--- src/hw/rtl/oale_pkg.sv ---
package oale_pkg;

    // Stream payload widths
    localparam int IN_W  = 40;
    localparam int OUT_W = 48;

    // Parameter default and the widest count any legal capacity needs
    localparam int CAPACITY_DEFAULT = 16;
    localparam int CNT_W            = 7;
    localparam int READ_LIMIT       = 16;

    // Command queue between front and back
    localparam int QDEPTH = 2;

    localparam logic [2:0] CMD_CLEAR  = 3'd0;
    localparam logic [2:0] CMD_APPEND = 3'd1;
    localparam logic [2:0] CMD_INSERT = 3'd2;
    localparam logic [2:0] CMD_DELETE = 3'd3;
    localparam logic [2:0] CMD_SEARCH = 3'd4;
    localparam logic [2:0] CMD_READ   = 3'd5;

    localparam logic [2:0] ST_OK        = 3'd0;
    localparam logic [2:0] ST_EMPTY     = 3'd1;
    localparam logic [2:0] ST_INVALID   = 3'd2;
    localparam logic [2:0] ST_FULL      = 3'd3;
    localparam logic [2:0] ST_NOT_FOUND = 3'd4;

    // Work left for the back part once the front has checked the command
    typedef enum logic [2:0] {
        K_REPORT = 3'd0,
        K_APPEND = 3'd1,
        K_INSERT = 3'd2,
        K_DELETE = 3'd3,
        K_SEARCH = 3'd4,
        K_READ   = 3'd5
    } t_kind;

    typedef struct packed {
        t_kind              kind;
        logic [4:0]         pos;
        logic [31:0]        value;
        logic [2:0]         status;
        logic [CNT_W-1:0]   cnt;
        logic [CNT_W-1:0]   cnt_after;
    } t_op;

    typedef struct packed {
        logic [4:0]  list_count;
        logic [31:0] element;
        logic [3:0]  found_index;
        logic [2:0]  status;
    } t_res;

endpackage

--- src/hw/rtl/ordered_array_list_engine_top.sv ---
// Bounded ordered list of up to CAPACITY signed 32-bit values. Each input
// transaction carries one command (clear, append, insert, delete, search,
// read out); every command answers with one result, except read out, which
// returns one result per entry (at most sixteen) with tlast on the final one.
// Codes 6 and 7 are taken and dropped without a result. The front checks
// each command against its own copy of the entry count and queues it; a
// queued command is taken by the back once the back is idle. The back
// runs it against a one-read, one-write entry memory. Clear, append and
// error results go straight to the result register. Insert, delete and
// search step one entry at a time through the single read and write port:
// insert moves the entries from the end down to the position up by one and
// then writes the value, delete moves the entries above the position down,
// and search reads from the front to the first match. Read out gives one
// result per cycle while the output is not stalled. Up to two commands wait
// in the queue, so the input can run two ahead of the back before tready drops.
module ordered_array_list_engine_top #(
    parameter int CAPACITY = oale_pkg::CAPACITY_DEFAULT
) (
    input  logic                       i_clk,
    input  logic                       i_rst_n,
    input  logic                       i_s_axis_tvalid,
    output logic                       o_s_axis_tready,
    // command[2:0], position[7:3], value[39:8]
    input  logic [oale_pkg::IN_W-1:0]  i_s_axis_tdata,
    output logic                       o_m_axis_tvalid,
    input  logic                       i_m_axis_tready,
    // status[2:0], found_index[6:3], element[38:7], list_count[43:39], zero[47:44]
    output logic [oale_pkg::OUT_W-1:0] o_m_axis_tdata,
    output logic                       o_m_axis_tlast
);
    import oale_pkg::*;

    logic q_push;
    logic q_full;
    logic q_pop;
    logic q_empty;
    t_op  front_op;
    t_op  back_op;
    t_res res;

    oale_front #(
        .CAPACITY (CAPACITY)
    ) u_front (
        .i_clk    (i_clk),
        .i_rst_n  (i_rst_n),
        .i_valid  (i_s_axis_tvalid),
        .o_ready  (o_s_axis_tready),
        .i_cmd    (i_s_axis_tdata[2:0]),
        .i_pos    (i_s_axis_tdata[7:3]),
        .i_value  (i_s_axis_tdata[39:8]),
        .i_q_full (q_full),
        .o_push   (q_push),
        .o_op     (front_op)
    );

    oale_queue u_queue (
        .i_clk   (i_clk),
        .i_rst_n (i_rst_n),
        .i_push  (q_push),
        .i_data  (front_op),
        .o_full  (q_full),
        .i_pop   (q_pop),
        .o_data  (back_op),
        .o_empty (q_empty)
    );

    oale_back #(
        .CAPACITY (CAPACITY)
    ) u_back (
        .i_clk      (i_clk),
        .i_rst_n    (i_rst_n),
        .i_op_valid (!q_empty),
        .i_op       (back_op),
        .o_op_pop   (q_pop),
        .o_valid    (o_m_axis_tvalid),
        .i_ready    (i_m_axis_tready),
        .o_res      (res),
        .o_last     (o_m_axis_tlast)
    );

    assign o_m_axis_tdata = {4'b0000, res};

    // Any error or not-found answer is a single result
    a_err_is_last: assert property (@(posedge i_clk) disable iff (!i_rst_n)
        (o_m_axis_tvalid && (o_m_axis_tdata[2:0] != ST_OK)) |-> o_m_axis_tlast)
        else $error("error result without tlast");

    a_no_overflow: assert property (@(posedge i_clk) disable iff (!i_rst_n)
        q_push |-> !q_full)
        else $error("command queue overflow");

    a_no_underflow: assert property (@(posedge i_clk) disable iff (!i_rst_n)
        q_pop |-> !q_empty)
        else $error("command queue underflow");

    a_rst_quiet: assert property (@(posedge i_clk)
        !i_rst_n |=> !o_m_axis_tvalid)
        else $error("output valid right after reset");

endmodule

--- src/hw/rtl/oale_front.sv ---
module oale_front #(
    parameter int CAPACITY = 16
) (
    input  logic          i_clk,
    input  logic          i_rst_n,
    input  logic          i_valid,
    output logic          o_ready,
    input  logic [2:0]    i_cmd,
    input  logic [4:0]    i_pos,
    input  logic [31:0]   i_value,
    input  logic          i_q_full,
    output logic          o_push,
    output oale_pkg::t_op o_op
);
    import oale_pkg::*;

    localparam int CW = $clog2(CAPACITY + 1);

    logic [CW-1:0]    r_cnt, n_cnt;
    logic             accept;
    logic             is_full;
    logic             is_empty;
    logic [CNT_W-1:0] cnt_w;
    logic [CNT_W-1:0] pos_w;

    assign o_ready  = !i_q_full;
    assign accept   = i_valid && !i_q_full;
    assign is_full  = (r_cnt == CW'(CAPACITY));
    assign is_empty = (r_cnt == '0);
    assign cnt_w    = CNT_W'(r_cnt);
    assign pos_w    = CNT_W'(i_pos);

    always_comb begin
        o_push         = 1'b0;
        o_op.kind      = K_REPORT;
        o_op.pos       = i_pos;
        o_op.value     = i_value;
        o_op.status    = ST_OK;
        o_op.cnt       = cnt_w;
        o_op.cnt_after = cnt_w;
        n_cnt          = r_cnt;
        unique case (i_cmd)
            CMD_CLEAR: begin
                o_push         = accept;
                o_op.cnt_after = '0;
                n_cnt          = '0;
            end
            CMD_APPEND: begin
                o_push = accept;
                if (is_full) begin
                    o_op.status = ST_FULL;
                end else begin
                    o_op.kind      = K_APPEND;
                    o_op.cnt_after = CNT_W'(cnt_w + 1'b1);
                    n_cnt          = CW'(r_cnt + 1'b1);
                end
            end
            CMD_INSERT: begin
                o_push = accept;
                priority if (is_full) begin
                    o_op.status = ST_FULL;
                end else if (pos_w > cnt_w) begin
                    o_op.status = ST_INVALID;
                end else begin
                    o_op.kind      = K_INSERT;
                    o_op.cnt_after = CNT_W'(cnt_w + 1'b1);
                    n_cnt          = CW'(r_cnt + 1'b1);
                end
            end
            CMD_DELETE: begin
                o_push = accept;
                priority if (is_empty) begin
                    o_op.status = ST_EMPTY;
                end else if (pos_w >= cnt_w) begin
                    o_op.status = ST_INVALID;
                end else begin
                    o_op.kind      = K_DELETE;
                    o_op.cnt_after = CNT_W'(cnt_w - 1'b1);
                    n_cnt          = CW'(r_cnt - 1'b1);
                end
            end
            CMD_SEARCH: begin
                o_push = accept;
                if (is_empty) begin
                    o_op.status = ST_EMPTY;
                end else begin
                    // back part turns this into OK on a match
                    o_op.kind   = K_SEARCH;
                    o_op.status = ST_NOT_FOUND;
                end
            end
            CMD_READ: begin
                o_push = accept;
                if (is_empty) begin
                    o_op.status = ST_EMPTY;
                end else begin
                    o_op.kind = K_READ;
                end
            end
            default: begin
                // unused codes: take the transaction and drop it
                o_push = 1'b0;
            end
        endcase
    end

    always_ff @(posedge i_clk) begin
        if (!i_rst_n) begin
            r_cnt <= '0;
        end else if (accept) begin
            r_cnt <= n_cnt;
        end
    end

endmodule

--- src/hw/rtl/oale_queue.sv ---
module oale_queue (
    input  logic          i_clk,
    input  logic          i_rst_n,
    input  logic          i_push,
    input  oale_pkg::t_op i_data,
    output logic          o_full,
    input  logic          i_pop,
    output oale_pkg::t_op o_data,
    output logic          o_empty
);
    import oale_pkg::*;

    localparam int PW = (QDEPTH > 1) ? $clog2(QDEPTH) : 1;
    localparam int FW = $clog2(QDEPTH + 1);

    t_op           r_buf [QDEPTH];
    logic [PW-1:0] r_wptr;
    logic [PW-1:0] r_rptr;
    logic [FW-1:0] r_fill;

    assign o_full  = (r_fill == FW'(QDEPTH));
    assign o_empty = (r_fill == '0);
    assign o_data  = r_buf[r_rptr];

    always_ff @(posedge i_clk) begin
        if (i_push) begin
            r_buf[r_wptr] <= i_data;
        end
    end

    always_ff @(posedge i_clk) begin
        if (!i_rst_n) begin
            r_wptr <= '0;
            r_rptr <= '0;
            r_fill <= '0;
        end else begin
            if (i_push) begin
                r_wptr <= (r_wptr == PW'(QDEPTH - 1)) ? '0 : PW'(r_wptr + 1'b1);
            end
            if (i_pop) begin
                r_rptr <= (r_rptr == PW'(QDEPTH - 1)) ? '0 : PW'(r_rptr + 1'b1);
            end
            unique case ({i_push, i_pop})
                2'b10:   r_fill <= FW'(r_fill + 1'b1);
                2'b01:   r_fill <= FW'(r_fill - 1'b1);
                default: r_fill <= r_fill;
            endcase
        end
    end

endmodule

--- src/hw/rtl/oale_back.sv ---
module oale_back #(
    parameter int CAPACITY = 16
) (
    input  logic          i_clk,
    input  logic          i_rst_n,
    input  logic          i_op_valid,
    input  oale_pkg::t_op i_op,
    output logic          o_op_pop,
    output logic          o_valid,
    input  logic          i_ready,
    output oale_pkg::t_res o_res,
    output logic          o_last
);
    import oale_pkg::*;

    localparam int CW = $clog2(CAPACITY + 1);
    localparam int AW = $clog2(CAPACITY);

    typedef enum logic [5:0] {
        S_IDLE = 6'b000001,
        S_INS  = 6'b000010,
        S_DEL  = 6'b000100,
        S_SRCH = 6'b001000,
        S_RD   = 6'b010000,
        S_RESP = 6'b100000
    } t_state;

    t_state        r_state, n_state;
    logic [CW-1:0] r_ptr, n_ptr;
    logic [CW-1:0] r_wa, n_wa;
    logic          r_pend, n_pend;
    logic [CW-1:0] r_pos, n_pos;
    logic [31:0]   r_value, n_value;
    logic [CW-1:0] r_cnt, n_cnt;
    logic [CW-1:0] r_cnt_after, n_cnt_after;
    logic [CW-1:0] r_lim, n_lim;
    logic [2:0]    r_status, n_status;
    logic [3:0]    r_idx, n_idx;

    logic [31:0]   r_mem [CAPACITY];
    logic [31:0]   r_rdata;
    logic          we, re;
    logic [AW-1:0] waddr, raddr;
    logic [31:0]   wdata;

    logic          r_out_valid;
    t_res          r_out;
    logic          r_out_last;
    logic          load;
    t_res          ld_res;
    logic          ld_last;
    logic          out_free;

    logic [CW-1:0]    ptr_inc, ptr_dec, wa_inc;
    logic [CNT_W-1:0] lim_w;

    assign out_free = !r_out_valid || i_ready;
    assign ptr_inc  = CW'(r_ptr + 1'b1);
    assign ptr_dec  = CW'(r_ptr - 1'b1);
    assign wa_inc   = CW'(r_wa + 1'b1);
    assign lim_w    = (i_op.cnt > CNT_W'(READ_LIMIT)) ? CNT_W'(READ_LIMIT) : i_op.cnt;

    always_comb begin
        n_state     = r_state;
        n_ptr       = r_ptr;
        n_wa        = r_wa;
        n_pend      = r_pend;
        n_pos       = r_pos;
        n_value     = r_value;
        n_cnt       = r_cnt;
        n_cnt_after = r_cnt_after;
        n_lim       = r_lim;
        n_status    = r_status;
        n_idx       = r_idx;
        we          = 1'b0;
        waddr       = '0;
        wdata       = '0;
        re          = 1'b0;
        raddr       = '0;
        o_op_pop    = 1'b0;
        load        = 1'b0;
        ld_res      = '0;
        ld_last     = 1'b0;
        unique case (r_state)
            S_IDLE: begin
                if (i_op_valid) begin
                    o_op_pop    = 1'b1;
                    n_value     = i_op.value;
                    n_pos       = CW'(i_op.pos);
                    n_cnt       = CW'(i_op.cnt);
                    n_cnt_after = CW'(i_op.cnt_after);
                    n_status    = i_op.status;
                    n_idx       = '0;
                    n_pend      = 1'b0;
                    n_lim       = CW'(lim_w);
                    unique case (i_op.kind)
                        K_REPORT: n_state = S_RESP;
                        K_APPEND: begin
                            we      = 1'b1;
                            waddr   = i_op.cnt[AW-1:0];
                            wdata   = i_op.value;
                            n_state = S_RESP;
                        end
                        K_INSERT: begin
                            n_ptr   = CW'(i_op.cnt);
                            n_state = S_INS;
                        end
                        K_DELETE: begin
                            n_ptr   = CW'(i_op.pos);
                            n_state = S_DEL;
                        end
                        K_SEARCH: begin
                            n_ptr   = '0;
                            n_state = S_SRCH;
                        end
                        K_READ: begin
                            n_ptr   = '0;
                            n_state = S_RD;
                        end
                        default: n_state = S_IDLE;
                    endcase
                end
            end
            S_INS: begin
                // walk down from the end, one entry moved up per cycle
                if (r_pend) begin
                    we    = 1'b1;
                    waddr = r_wa[AW-1:0];
                    wdata = r_rdata;
                end
                if (r_ptr > r_pos) begin
                    re     = 1'b1;
                    raddr  = ptr_dec[AW-1:0];
                    n_pend = 1'b1;
                    n_wa   = r_ptr;
                    n_ptr  = ptr_dec;
                end else begin
                    n_pend = 1'b0;
                    if (!r_pend) begin
                        we      = 1'b1;
                        waddr   = r_pos[AW-1:0];
                        wdata   = r_value;
                        n_state = S_RESP;
                    end
                end
            end
            S_DEL: begin
                if (r_pend) begin
                    we    = 1'b1;
                    waddr = r_wa[AW-1:0];
                    wdata = r_rdata;
                end
                if (ptr_inc < r_cnt) begin
                    re     = 1'b1;
                    raddr  = ptr_inc[AW-1:0];
                    n_pend = 1'b1;
                    n_wa   = r_ptr;
                    n_ptr  = ptr_inc;
                end else begin
                    n_pend = 1'b0;
                    if (!r_pend) begin
                        n_state = S_RESP;
                    end
                end
            end
            S_SRCH: begin
                priority if (r_pend && (r_rdata == r_value)) begin
                    n_status = ST_OK;
                    n_idx    = 4'(r_wa);
                    n_pend   = 1'b0;
                    n_state  = S_RESP;
                end else if (r_ptr < r_cnt) begin
                    re     = 1'b1;
                    raddr  = r_ptr[AW-1:0];
                    n_pend = 1'b1;
                    n_wa   = r_ptr;
                    n_ptr  = ptr_inc;
                end else begin
                    n_pend = 1'b0;
                    if (!r_pend) begin
                        n_state = S_RESP;
                    end
                end
            end
            S_RD: begin
                if (r_pend && out_free) begin
                    load               = 1'b1;
                    ld_res.status      = ST_OK;
                    ld_res.found_index = 4'(r_wa);
                    ld_res.element     = r_rdata;
                    ld_res.list_count  = 5'(r_cnt);
                    ld_last            = (wa_inc == r_lim);
                end
                // fetch the next entry only once the held one is on its way
                if ((r_ptr < r_lim) && (!r_pend || out_free)) begin
                    re     = 1'b1;
                    raddr  = r_ptr[AW-1:0];
                    n_pend = 1'b1;
                    n_wa   = r_ptr;
                    n_ptr  = ptr_inc;
                end else if (r_pend && out_free) begin
                    n_pend = 1'b0;
                end
                if ((r_ptr >= r_lim) && (!r_pend || out_free)) begin
                    n_state = S_IDLE;
                end
            end
            S_RESP: begin
                if (out_free) begin
                    load               = 1'b1;
                    ld_res.status      = r_status;
                    ld_res.found_index = r_idx;
                    ld_res.element     = '0;
                    ld_res.list_count  = 5'(r_cnt_after);
                    ld_last            = 1'b1;
                    n_state            = S_IDLE;
                end
            end
            default: n_state = S_IDLE;
        endcase
    end

    always_ff @(posedge i_clk) begin
        if (we) begin
            r_mem[waddr] <= wdata;
        end
        if (re) begin
            r_rdata <= r_mem[raddr];
        end
    end

    always_ff @(posedge i_clk) begin
        if (!i_rst_n) begin
            r_state     <= S_IDLE;
            r_pend      <= 1'b0;
            r_out_valid <= 1'b0;
        end else begin
            r_state <= n_state;
            r_pend  <= n_pend;
            if (load) begin
                r_out_valid <= 1'b1;
            end else if (i_ready) begin
                r_out_valid <= 1'b0;
            end
        end
    end

    always_ff @(posedge i_clk) begin
        r_ptr       <= n_ptr;
        r_wa        <= n_wa;
        r_pos       <= n_pos;
        r_value     <= n_value;
        r_cnt       <= n_cnt;
        r_cnt_after <= n_cnt_after;
        r_lim       <= n_lim;
        r_status    <= n_status;
        r_idx       <= n_idx;
        if (load) begin
            r_out      <= ld_res;
            r_out_last <= ld_last;
        end
    end

    assign o_valid = r_out_valid;
    assign o_res   = r_out;
    assign o_last  = r_out_last;

endmodule

--- config.mk ---
export PLATFORM = sky130hd
export DESIGN_NAME = ordered_array_list_engine_top
export DESIGN_NICKNAME = d
export VERILOG_FILES = /design/src/hw/rtl/oale_pkg.sv /design/src/hw/rtl/ordered_array_list_engine_top.sv /design/src/hw/rtl/oale_front.sv /design/src/hw/rtl/oale_queue.sv /design/src/hw/rtl/oale_back.sv
export SDC_FILE = /design/constraint.sdc
export NUM_CORES = 1
export LEC_CHECK = 0
export ABC_AREA = 1
export BUFFER_PORTS_ARGS = -buffer_cell sky130_fd_sc_hd__buf_2
export CAP_MARGIN = 20
export CORE_ASPECT_RATIO = 0.6
export CORE_MARGIN = 2
export CORE_UTILIZATION = 45
export CTS_BUF_LIST = sky130_fd_sc_hd__clkbuf_8
export DETAILED_ROUTE_END_ITERATION = 16
export PLACE_DENSITY_LB_ADDON = 0.15
export SLEW_MARGIN = 20
export SYNTH_ARGS = -nofsm -noshare
export SYNTH_HDL_FRONTEND = slang
export SYNTH_SLANG_ARGS = --single-unit
--- constraint.sdc ---
create_clock -name i_clk -period 9.5 [get_ports i_clk]
set_clock_uncertainty 0.15 [all_clocks]
set_input_delay 0.475 -clock i_clk [delete_from_list [all_inputs] [get_ports i_clk]]
set_output_delay 0.475 -clock i_clk [all_outputs]
set_load 0.01 [all_outputs]
# Yosys cells after proc, flatten, opt, wreduce, memory -nomap -nowiden

Memories as Yosys holds them, arrays and structs flattened. A register that Yosys moved wholly into a read port is not among the register bits.
Index checks and enable logic that the tools add are counted.

Register bits: 131
Bits in latches: 0
Memory bits (writable): 622
Memory bits (read-only): 0
Bits of input ports: 44
Output and inout port bits: 51
Logic and storage cells: 228
Memories kept: 2

Memories:

| name          | depth | bits a word | rd ports | clocked after Yosys merged registers in | write ports | line             | text |
|---|---|---|---|---|---|---|---|
| u_back.r_mem  | 16    | 32          | 1        | 1                                       | 1           | oale_back.sv:40  | `logic [31:0] r_mem [CAPACITY];` |
| u_queue.r_buf | 2     | 55          | 1        | 1                                       | 1           | oale_queue.sv:16 | `t_op r_buf [QDEPTH];` |

Add/subtract/negate cells: 11
$mul: 0
Div/mod/pow operators: 0
$lt $le $gt $ge: 8
Eq/ne operators: 41
Shift-type cells: 0
Multiplexer cells: 114
Bitwise logic cells: 1
Reductions and logical operators: 30

Operators with widths:

| kind                | count |
|---|---|
| $mux 32             | 5 |
| $pmux 32 s3         | 1 |
| $mux 44             | 2 |
| $pmux 44 s2         | 1 |
| $mux 5              | 16 |
| $mux 4              | 12 |
| $mux 6              | 8 |
| $pmux 5 s4          | 2 |
| $pmux 6 s6          | 1 |
| $mux 7              | 5 |
| $eq 32x32->1        | 1 |
| $mux 1              | 31 |
| $pmux 3 s5          | 2 |
| $pmux 6 s5          | 1 |
| $pmux 7 s4          | 1 |
| $mux 3              | 9 |
| $pmux 5 s5          | 1 |
| $ne 2x2->1 const B  | 9 |
| $pmux 4 s4          | 1 |
| $add 5x1->5 const B | 3 |
| $lt 5x5->1          | 3 |
| $pmux 5 s3          | 1 |
| $ne 2x1->1 const B  | 7 |
| $eq 3x2->1 const B  | 4 |
| other kinds (50)    | 78 |

# Logic depth before layout (Yosys ltp)

Depth after elaboration: 6
Gate-level depth with buffers: 22
Mapped depth without buffers: 20

# Modules after synthesis

From an unflattened synthesis, not the netlist that was laid out.

Cell total of the unflattened synthesis: 3,039
Area total of the unflattened synthesis: 35,342.6 µm²

Modules (own cells, without submodules):

| module                        | times used | cells each | area an instance (µm²) | sequential area each (µm²) |
|---|---|---|---|---|
| oale_back                     | 1          | 2,579      | 29,299.4               | 19,919.1 |
| oale_queue                    | 1          | 212        | 4,459.3                | 3,523.4 |
| oale_front                    | 1          | 242        | 1,546.5                | 100.1 |
| ordered_array_list_engine_top | 1          | 6          | 37.5                   | 0.0 |

# Least setup slack after synthesis

OpenSTA, ideal clock, no wires.

Path type: input to register
Start point: input port i_s_axis_tdata[2] (netlist bit)
End point: memory u_queue.r_buf[0][0] (netlist bit), enable pin
Library setup time: 464 ps
Data arrival time: 3,239 ps
Required time: 8,886 ps
Slack: 5,647 ps
Cell stages on the path: 4
Buffers on the path: 1
Cells stage by stage: clkbuf_1 > inv_1 > o211ai_1 > nor2_1

Cells in the longest elaborated chain, start to end: 5
Elaborated cells between the ends (all ways): 10
Those cells by class: 5 x eq/ne; 3 x mux; 2 x reduce/logical

RTL lines:

| what                                     | line                                | text |
|---|---|---|
| start: declaration                       | ordered_array_list_engine_top.sv:24 | `input logic [oale_pkg::IN_W-1:0] i_s_axis_tdata,` |
| $eq 3x1->1, or another cell as far along | oale_front.sv:42                    | `unique case (i_cmd)` |
| $reduce_or 6->1 (no source line) (*)     | --                                  |  |
| $mux 1 (*)                               | oale_front.sv:42                    |  |
| $mux 1 (*)                               | oale_queue.sv:26                    | `if (i_push) begin` |
| $mux 1 (implied by the code) (*)         | oale_queue.sv:27                    | `r_buf[r_wptr] <= i_data;` |
| end: declaration                         | oale_queue.sv:16                    |  |

Every way passes the cells marked *; elsewhere a longest branch is shown, timed or not.

# Worst setup path in the final report

Start point: register u_back.r_ptr[1]
End point: register u_back.r_rdata[30], read port of u_back.r_mem (data pin)

Cells in the longest elaborated chain, start to end: 4
Elaborated cells between the ends (all ways): 19
Those cells by class: 2 x add/sub; 4 x order compare; 12 x mux; 1 x reduce/logical

RTL lines:

| what                                            | line             | text |
|---|---|---|
| start: declaration                              | oale_back.sv:29  | `logic [CW-1:0] r_ptr, n_ptr;` |
| start signal: assignment                        | oale_back.sv:249 | `r_ptr <= n_ptr;` |
| $add 5x1->5, or another cell as far along       | oale_back.sv:58  | `assign ptr_inc = CW'(r_ptr + 1'b1);` |
| $lt 5x5->1, or another cell as far along        | oale_back.sv:153 | `if (ptr_inc < r_cnt) begin` |
| $mux 4, or another cell as far along            | oale_back.sv:153 |  |
| $pmux 4 s4 / $pmux 1 s4 (equally long branches) | oale_back.sv:84  | `unique case (r_state)` |
| end: declaration                                | oale_back.sv:41  | `logic [31:0] r_rdata;` |

Parallel ways exist; a longest one is shown, timed or not.
A chain may end at the register's enable or synchronous reset.

==> impl_metrics.json <==
{
  "p_per_area_mw_per_mm2": 241,
  "final_cell_mix": "nand2_1 (788), edfxtp_1 (764), nand3_1 (680), inv_1 (210), clkbuf_8 (122)",
  "drt_iter0_markers": 2890,
  "post-route-util_pct": 51.0,
  "grt_pass1_vias": 23300,
  "start_util_pct": 45.3,
  "wl_per_cell_um": 24.3,
  "drv_slew": 0,
  "dieArea_mm2": 0.0780,
  "num_rows": 78,
  "path_cells": "ha_1 -> xor2_1 -> ha_1 -> a21oi_1 -> o21a_1 -> nand2_1 -> nor2_1 -> inv_1 -> nand3_1 -> nand2_1 -> inv_6 -> buf_4 -> buf_4 -> nand3_1 -> nand3_1 -> nand3_1 -> nand2_1 -> nand2_1 -> nand2_1",
  "slowest_stage": "buf_4",
  "syn-cell-area_mm2": 0.0341,
  "hp-class": "in -> reg",
  "hold_violations": 0,
  "grtUsageTotal_pct": 26.8,
  "io_pins": 95,
  "cts_tree": "done",
  "whs_ns": 0.0957,
  "p_leak_nw": 14.6,
  "grt_setup_unrepaired": "no",
  "cpMostUsedCell": "nand2_1",
  "overflow": 0,
  "min_period_over_period_pct": 59.7,
  "clock_sinks": 782,
  "syn_area_per_cell_um2": 11.2,
  "slew-limit-headroom_pct": 26.4,
  "via_count": 24600,
  "cp_max_fo": 81,
  "seq_area_frac_synth_pct": 68.4,
  "vdd_drop_max_mv": 0.173,
  "core_region_area_mm2": 0.0752,
  "syn_inst": 3052,
  "crit_arrival_ns": 6.17,
  "postSynth.asyncResetShare_pct": 0,
  "h-tree-depth": 3,
  "routabilityCongestion": 0.937,
  "drt_pass1_iterations": 6,
  "finalNetCount": 3291,
  "clock_path_buffers": 3,
  "io_buffers": 90,
  "finalSetupViolations": 0,
  "worst_pin_slew_ns": 1.10,
  "clk_pin_slew_ns": 0.07,
  "maxCapViolations": 0,
  "grt_pass1_wl_um": 154000,
  "ctsResizeCount": 0,
  "clock_latency_ns": 0.81,
  "dp_hpwl_um": 61400,
  "cp-end-kind": "flop",
  "drc": 0,
  "critPathLaunchType": "flop",
  "rrSetupSlack_ns": 3.83,
  "crit_path_max_incr_delay_ns": 0.83,
  "finalCriticalPeriod_ns": 5.67,
  "grt_antenna_before_repair": 3,
  "yosys_most_used_dff": "edfxtp_1",
  "die_y_um": 217,
  "area_delta_synth_final_pct": 12.6,
  "post_drt_via_cell_ratio": 5.72,
  "totalPowerFinal_mw": 9.26,
  "max_freq_mhz": 176,
  "drive_above_1_share_pct": 11.4,
  "grt_max_degree": 190,
  "numCtsBuffers": 115,
  "antenna_left": 0,
  "critPathRequiredTime_ns": 10.00,
  "mostFrequentLayoutCell": "nand2_1",
  "die_x_um": 359,
  "status": "finished, final reports clean",
  "critical_path_class": "reg -> reg",
  "synthDistinctLibCells": 53,
  "ys_ff_latch": 782,
  "setup_tns_ns": 0,
  "synth-edff-count": 764,
  "ys_warn_count": 0,
  "wl_um": 105000,
  "clock-root-buffer": "clkbuf_8"
}
cell type report:
type	instances	area [um2]
Inverter	177	669
Clock inverter	91	539
Tap cell	1000	1250
Clock buffer	122	1680
Multi-Input combinational cell	1927	9360
Sequential cell	782	23300
Antenna cell	1	2.50
Timing Repair Buffer	211	1540
Fill cell	6598	36900
worst paths after layout:
path,start,end,depth (start not counted)
worst min-delay path,i_s_axis_tdata[0],u_queue.r_buf[1][52]$_DFFE_PP_,3
worst max register to register,u_back.r_ptr[1]$_DFFE_PP_,u_back.r_rdata[30]$_DFFE_PP_,19
worst max-delay path,u_back.r_ptr[1]$_DFFE_PP_,u_back.r_rdata[30]$_DFFE_PP_,19
worst min register to register,u_queue.r_rptr$_SDFFE_PN0P_,flop,1
kinds of logic (layout without fill, tap and decap cells):
kind of cell,Yosys count,in the layout,share of synthesized area (%)
AND/OR/NAND/NOR,1708,1708,22.1
XOR/XNOR,23,23,0.592
AO/OA/AOI/OAI,159,159,2.90
flip-flops,782,782,68.4
other,1,5,0.0110
buffers and inverters,346,601,4.74
adder cells (fa/ha/maj),33,33,1.23
synthesized netlist by cell type (all sizes together) (3+ instances only):
master / instances / area share [%]
nor3: 14 / 0.24
xnor2: 9 / 0.23
nor2: 139 / 1.5
o21a: 3 / 0.066
o22ai: 5 / 0.092
o21ai: 45 / 0.66
buf: 115 / 2.2
a211oi: 4 / 0.088
clkbuf: 54 / 0.60
and2: 4 / 0.073
a21oi: 41 / 0.60
nand3: 683 / 10
inv: 173 / 1.9
nor4: 3 / 0.073
o2111ai: 5 / 0.13
nand4: 59 / 1.1
edfxtp: 764 / 67
or2: 10 / 0.18
ha: 32 / 1.2
dfxtp: 18 / 1.1
a31oi: 4 / 0.073
nand2: 792 / 8.8
o31ai: 3 / 0.066
xor2: 14 / 0.36
clkinv: 4 / 0.044
o211ai: 36 / 0.79
registers in the layout, summed over array words and instances, names as in the netlist, 6 cells and up, named ones only:
name / cells
u_back.r_mem: 512
u_queue.r_buf: 106
u_back.r_rdata: 32
u_back.r_value: 32
u_back.r_state: 6
u_back.o_res: 44
what timing repair did:
action	in CTS	in global routing
endpoints found under the hold margin	89	0
hold buffers	41	0
setup buffers	0	0
layer usage:
metal	vias to the layer above	share of wire, %	GRT usage, %	routed length, um
met4	2	2.2	7.71	2340
met2	1242	41	36.2	42600
met1	12100	47	42.1	49500
li1	11100	-	-	-
met5	-	0.012	0	13
met3	159	10	6.77	10500
where the power goes:
part / total, mW / leakage, nW / internal (mW) / switching [mW]
combinational: 2.12 / 6.22 / 0.523 / 1.59
clock: 2.68 / 1.32 / 1.33 / 1.35
sequential: 4.46 / 7.06 / 4.26 / 0.205
total: 9.26 / 14.6 / 6.11 / 3.15
critical path, delay by kind of cell (launching register included):
family	cells	cell delay (ns)
AOI/OAI and AO/OA	2	0.30
xor gates and xnor gates	1	0.33
adders and majority gates	2	0.59
buffers and inverters	4	2.17
DFF	1	0.63
and+or+nand+nor	10	1.19
per-stage QoR:
stage	setup WS (ns)	std cells	instance area (um2)
2_1_floorplan	5.65	3055	34100
5_1_grt	3.50	4310	38300
3_3_place_gp	4.10	4049	35600
3_5_place_dp	3.98	4051	35700
6_report	3.83	4311	38300
4_1_cts	3.99	4305	38300
(Power assumes the default switching activity.)
